--- config.mk ---
export PLATFORM = sky130hd
export DESIGN_NAME = ivc_mac_cell
export DESIGN_NICKNAME = d
export VERILOG_FILES = /design/src/hdl/ivc_pkg.sv /design/src/hdl/ivc_mac_cell.sv
export SDC_FILE = /design/constraint.sdc
export NUM_CORES = 1
export LEC_CHECK = 0
export BUFFER_PORTS_ARGS = -buffer_cell sky130_fd_sc_hd__buf_2
export CORE_MARGIN = 2
export CORE_UTILIZATION = 45
export CTS_BUF_LIST = sky130_fd_sc_hd__clkbuf_8
export CTS_CLUSTER_SIZE = 10
export DETAILED_ROUTE_END_ITERATION = 10
export GPL_TIMING_DRIVEN = 0
export PLACE_DENSITY_LB_ADDON = 0.2
export SETUP_SLACK_MARGIN = 0.5
export SYNTH_ARGS = -nofsm -noshare
export SYNTH_HDL_FRONTEND = slang
export SYNTH_SLANG_ARGS = --single-unit
export TNS_END_PERCENT = 1
--- constraint.sdc ---
create_clock -name clk -period 0.8 [get_ports clk]
set_input_delay 0.04 -clock clk [delete_from_list [all_inputs] [get_ports clk]]
set_output_delay 0.04 -clock clk [all_outputs]
set_load 0.01 [all_outputs]
--- src/hdl/ivc_pkg.sv ---
// ----------------------------------------------------------------------------
// ivc_pkg: shared definitions of the 3x3 window convolution filter
// Geometry limits, arithmetic widths, register indexes and the beat type
// that travels along the multiply-accumulate chain.
// ----------------------------------------------------------------------------
package ivc_pkg;

    // geometry
    localparam int MAX_WIDTH  = 1024;
    localparam int KERNEL     = 3;
    localparam int TAPS       = KERNEL * KERNEL;
    localparam int COL_BITS   = $clog2(MAX_WIDTH);
    localparam int WIDTH_BITS = 11;
    localparam int ROW_BITS   = 16;

    // arithmetic
    localparam int PIX_BITS  = 8;
    localparam int COEF_BITS = 16;
    localparam int ACC_BITS  = COEF_BITS + PIX_BITS + $clog2(TAPS + 1);
    localparam logic [ACC_BITS-1:0] ROUND_CONST = ACC_BITS'(1) << (COEF_BITS - 1);

    // configuration port
    localparam int CFG_IDX_BITS  = 3;
    localparam int CFG_DATA_BITS = KERNEL * COEF_BITS;

    localparam logic [CFG_IDX_BITS-1:0] REG_IMAGE_WIDTH     = 3'd0;
    localparam logic [CFG_IDX_BITS-1:0] REG_IMAGE_HEIGHT    = 3'd1;
    localparam logic [CFG_IDX_BITS-1:0] REG_COEF_ROW_TOP    = 3'd2;
    localparam logic [CFG_IDX_BITS-1:0] REG_COEF_ROW_MID    = 3'd3;
    localparam logic [CFG_IDX_BITS-1:0] REG_COEF_ROW_BOTTOM = 3'd4;

    // reset values of the geometry registers
    localparam logic [WIDTH_BITS-1:0] WIDTH_RESET  = 11'd640;
    localparam logic [ROW_BITS-1:0]   HEIGHT_RESET = 16'd480;

    // nine window pixels, index = row * KERNEL + column, column 0 oldest
    typedef logic [TAPS-1:0][PIX_BITS-1:0] pix_vec_t;

    // one beat of the multiply-accumulate chain
    typedef struct packed {
        logic                valid;
        logic                last;
        logic [ACC_BITS-1:0] acc;
        pix_vec_t            pix;
    } mac_beat_t;

endpackage

--- src/hdl/ivc_mac_cell.sv ---
// ----------------------------------------------------------------------------
// ivc_mac_cell: one multiply-accumulate cell of the chain
// Adds weight times its window pixel to the running sum and hands the beat
// on to the next cell.
// ----------------------------------------------------------------------------
module ivc_mac_cell import ivc_pkg::*; (
    input  logic                 clk,
    input  logic                 rst_n,
    input  logic                 adv,
    input  mac_beat_t            beat_in,
    input  logic [COEF_BITS-1:0] weight,
    input  logic [PIX_BITS-1:0]  pixel,
    output mac_beat_t            beat_out
);

    logic [COEF_BITS+PIX_BITS-1:0] product;
    logic                          valid_reg;
    logic                          last_reg;
    logic [ACC_BITS-1:0]           acc_reg;
    pix_vec_t                      pix_reg;

    assign product = weight * pixel;

    // control
    always_ff @(posedge clk or negedge rst_n)
    begin
        if (!rst_n)
        begin
            valid_reg <= 1'b0;
        end
        else if (adv)
        begin
            valid_reg <= beat_in.valid;
        end
    end

    // payload
    always_ff @(posedge clk)
    begin
        if (adv)
        begin
            last_reg <= beat_in.last;
            acc_reg  <= beat_in.acc + ACC_BITS'(product);
            pix_reg  <= beat_in.pix;
        end
    end

    always_comb
    begin
        beat_out.valid = valid_reg;
        beat_out.last  = last_reg;
        beat_out.acc   = acc_reg;
        beat_out.pix   = pix_reg;
    end

endmodule

# --- After elaboration in Yosys (flattened, before gate mapping) ---
# Cells that the tools add are included.
totals:
  register_bits: 102
  in_bits: 129
  output_inout_bits: 102
  elab_cells: 14
op_classes:
  addsub: 1
  n_mul: 1
ops:
  columns: ["op", "n"]
  rows:
  - ["$add 28x24->28", 1]
  - ["$mul 16x8->24", 1]

# --- Depth between registers and ports, before layout ---
depth:
  depth_word: 2
  ltp_mapped: 18
  depth_no_buf: 17

# --- Worst setup path after synthesis ---
# OpenSTA, ideal clock, no wires.
synth_timing:
  kind: "input -> register"
  start: "input pixel[0]"
  end: "register acc_reg[24] (data pin)"
  setup_time_ps: 266
  arrival_time_ps: 3890
  slack_ps: -3356
  path_stages: 16
  n_path_buf: 1
  path_cell_list: "clkbuf_1 -> nand2_1 -> fa_1 -> inv_1 -> fa_1 -> fa_1 -> inv_1 -> fa_1 -> inv_1 -> ha_1 -> o21ai_0 -> a21oi_1 -> a21o_2 -> a31oi_2 -> o31ai_2 -> xor2_1"
synth_via:
  elab_chain_len: 2
synth_rtl:
  columns: ["item", "line", "rtl"]
  rows:
  - ["start: declaration", "ivc_mac_cell.sv:12", "input logic [PIX_BITS-1:0] pixel,"]
  - ["$mul 16x8->24", "ivc_mac_cell.sv:22", "assign product = weight * pixel;"]
  - ["$add 28x24->28", "ivc_mac_cell.sv:43", "acc_reg <= beat_in.acc + ACC_BITS'(product);"]
  - ["end signal: assignment", "ivc_mac_cell.sv:43", null]
  - ["end: declaration", "ivc_mac_cell.sv:19", "logic [ACC_BITS-1:0] acc_reg;"]
# Every way passes these cells.
# A chain may end at the register's enable or synchronous reset.

# --- Final worst setup path ---
layout_timing:
  start: "input pixel[2]"
  end: "register acc_reg[25] (data pin)"
# The elaborated chain is that of the path after synthesis.

==> flow_summary.yaml <==
sta:
  holdWs_ns: -0.1533
  layout_setup_ws_ns: -3.089
  setup_viol: 129
  finClkSkew_ns: 0
  maxSlewViolCount: 0
  worst_slew_pin_slew_ns: 0.3867
  finalCriticalPeriod_ns: 3.889
  rsz0062_at_grt: "yes"
  slew_headroom_pct: 74.22
  hold_viol_final: 76
  max_freq_ghz: 0.2571
  min_period_over_period_pct: 486.2
die:
  die_h_microns: 138.8
  row_count: 49
  fp.dieArea_sq_mm: 0.01927
  num_io_pins: 231
  core-area_sq_mm: 0.01790
  start_util_pct: 45.68
  fp.dieW_microns: 138.8
logic_synthesis:
  synth_edf_count: 101
  synth_warnings: 0
  yosysSeqAreaShare_pct: 37.39
  synth_fp_nets: 978
  synthArstFlopShare_pct: 0.9804
  avgSynthCellArea_sq_um: 11.78
  ys_seq_elements: 102
  synthesis.area_sq_mm: 0.008178
  ys_types: 54
  synth-main-ff-cell: "edfxtp_1"
  syn_inst: 694
layout:
  layout-drive-gt1-share_pct: 38.41
  final_nets: 1250
  num_antenna_cells: 0
  largest_register_ffs: 72
  syn2layout_area_growth_pct: 30.00
  fin_cells: 1200
grt:
  grt_max_degree: 56
  grt_pass1_wl_microns: 31260
  antenna_found_initial: 0
  grt_pass1_vias: 6029
  grt.overflow.total: 0
  grt.total_usage_pct: 20.44
place:
  dp_hpwl_microns: 15700
  portBuffers: 230
  routabilityCongestion: 0.8677
  dp_cells: 1154
  dp_slack_ns: -3.758
clocking:
  htree_levels: 3
  cts_buffers: 9
  ctsHoldBuffers: 1
  tritoncts: "yes"
  root_buffer: "clkbuf_8"
  clock_path_buffers: 2
  cts_sinks: 102
  clkTransAtPathRegs_ns: 0.10
  clk_latency_ns: 0.36
drt:
  num_vias: 5772
  via_per_inst: 4.810
  wire_per_inst_microns: 16.26
  antenna_left: 0
  wl_microns: 19510
  drtIter0Drc: 201
  dr.pass1.iters: 6
  drc: 0
power:
  cellLeakagePower_nw: 5.066
  vdd_drop_max_v: 0.002077
  power_density_mw_per_mm2: 3385
run:
  maxCapViolations: 0
worst_setup_path:
  reg2regPathDepth: 1
  critPathArrivalTime_ns: 4.01
  critPathCaptureType: "flop"
  startpoint_type: "primary input"
  critPathRequiredTime_ns: 0.93
  path_max_fanout: 6
  critical_path_class: "primary input to flop"
status:
  outcome: "finished with violations"
  violations: "negative hold slack, negative setup slack"
worst_hold_path:
  hold_class: "primary input to flop"
  hold_path_depth: 1
-- cells by family after synthesis --
group / synth area share [%]
xor+xnor: 2.356
buf+inv: 8.660
compound gates: 6.595
flops: 37.39
simple gates: 11.41
mux: 0.1377
fa+ha+maj: 33.45
-- area by class of cell --
cell class	count	area, sq um
timing repair buffer	261	1534
tap	229	286.5
multi-input combinational	420	4737
clock inverter	7	55.05
inverter	149	559.3
buffer	23	277.8
sequential	102	3058
clock buffer	9	123.9
fill	1566	7271
-- power by group --
part	total (mW)	switching [mW]	internal (mW)	leakage, nW
combinational	25.1	13.4	11.7	3.97
clock	2.95	1.78	1.17	0.0919
sequential	7.94	0.203	7.73	1.00
total	36.0	15.4	20.6	5.07
-- metal layers --
layer	wire length (microns)	up-vias	track usage, %
met5	0	-	0
met4	427	0	5.954
met3	1019	24	2.659
met2	10150	205	37.41
met1	7917	2798	25.37
li1	-	2745	-
-- Yosys cell counts (5+ instances only) --
cell        n  share of area (%)
a21o_1      7               0.64
a21oi_1    20                1.2
and2_1     86                6.6
buf_4       6               0.55
buf_6       5               0.69
clkbuf_1   10               0.46
edfxtp_1  101                 37
fa_1      106                 26
ha_1       49                7.5
inv_1     149                6.8
nand2_1    57                2.6
nand4_1    10               0.76
nor2_1      5               0.23
o21ai_0     9               0.55
xnor2_1    10                1.1
xor2_1     12                1.3
-- layout by cell type, fill, tap and decap left out, types with 4 or more instances in the layout --
cell and count:
a21o_1 7, a21oi_1 8, a21oi_2 9, a21oi_4 5, and2_1 80, and2_4 6
buf_12 4, buf_2 222, buf_4 27, buf_6 13, buf_8 4, clkbuf_8 12
edfxtp_1 101, fa_1 98, fa_2 8, ha_1 38, ha_4 10, inv_1 146
nand2_1 52, nand2_2 5, nand4_1 10, nor2_1 4, o21ai_0 6, o21ai_1 4
o21ai_2 4, xnor2_1 10, xor2_1 12
-- critical path, cell delays in order --
cell     delay (ns)
buf_12         0.11
buf_4          0.15
and2_1         0.17
fa_1           0.53
fa_1           0.58
fa_1           0.44
fa_1           0.47
ha_1           0.32
buf_6          0.14
a21oi_4        0.13
o21ai_2        0.08
a22o_1         0.28
o31ai_4        0.34
nand2_1        0.11
xnor2_1        0.13
-- final timing paths --
check                                 start      endpoint  slack [ns]
worst min-delay path            beat_in[58]  beat_out[58]       -0.15
worst max register to register    valid_reg     valid_reg        0.05
max in group asynchronous             rst_n     valid_reg        0.73
worst min register to register    valid_reg     valid_reg        0.52
min in group asynchronous             rst_n     valid_reg       -0.01
worst max-delay path               pixel[2]   acc_reg[25]       -3.09
-- stage by stage --
stage,power [mW],util [%],TNS [ns],instance area (sq um)
after detailed placement,28.90,54.64,-116.90,9782
final,35.99,59.39,-79.35,10630
after global placement,28.65,54.47,-214.79,9752
after CTS,34.27,58.29,-81.54,10440
after global routing,39.08,59.39,-87.03,10630
after floorplan,24.16,-,-70.21,8314
-- repair_timing --
action | in CTS | in global routing
setup endpoints to repair | 232 | 185
pin swaps | 38 | 35
setup buffers | 17 | 9
cloned | 3 | 0
endpoints found under the hold margin | 76 | 76
gates resized for setup | 62 | 34
Note: power is estimated with default switching activity, not from simulation.
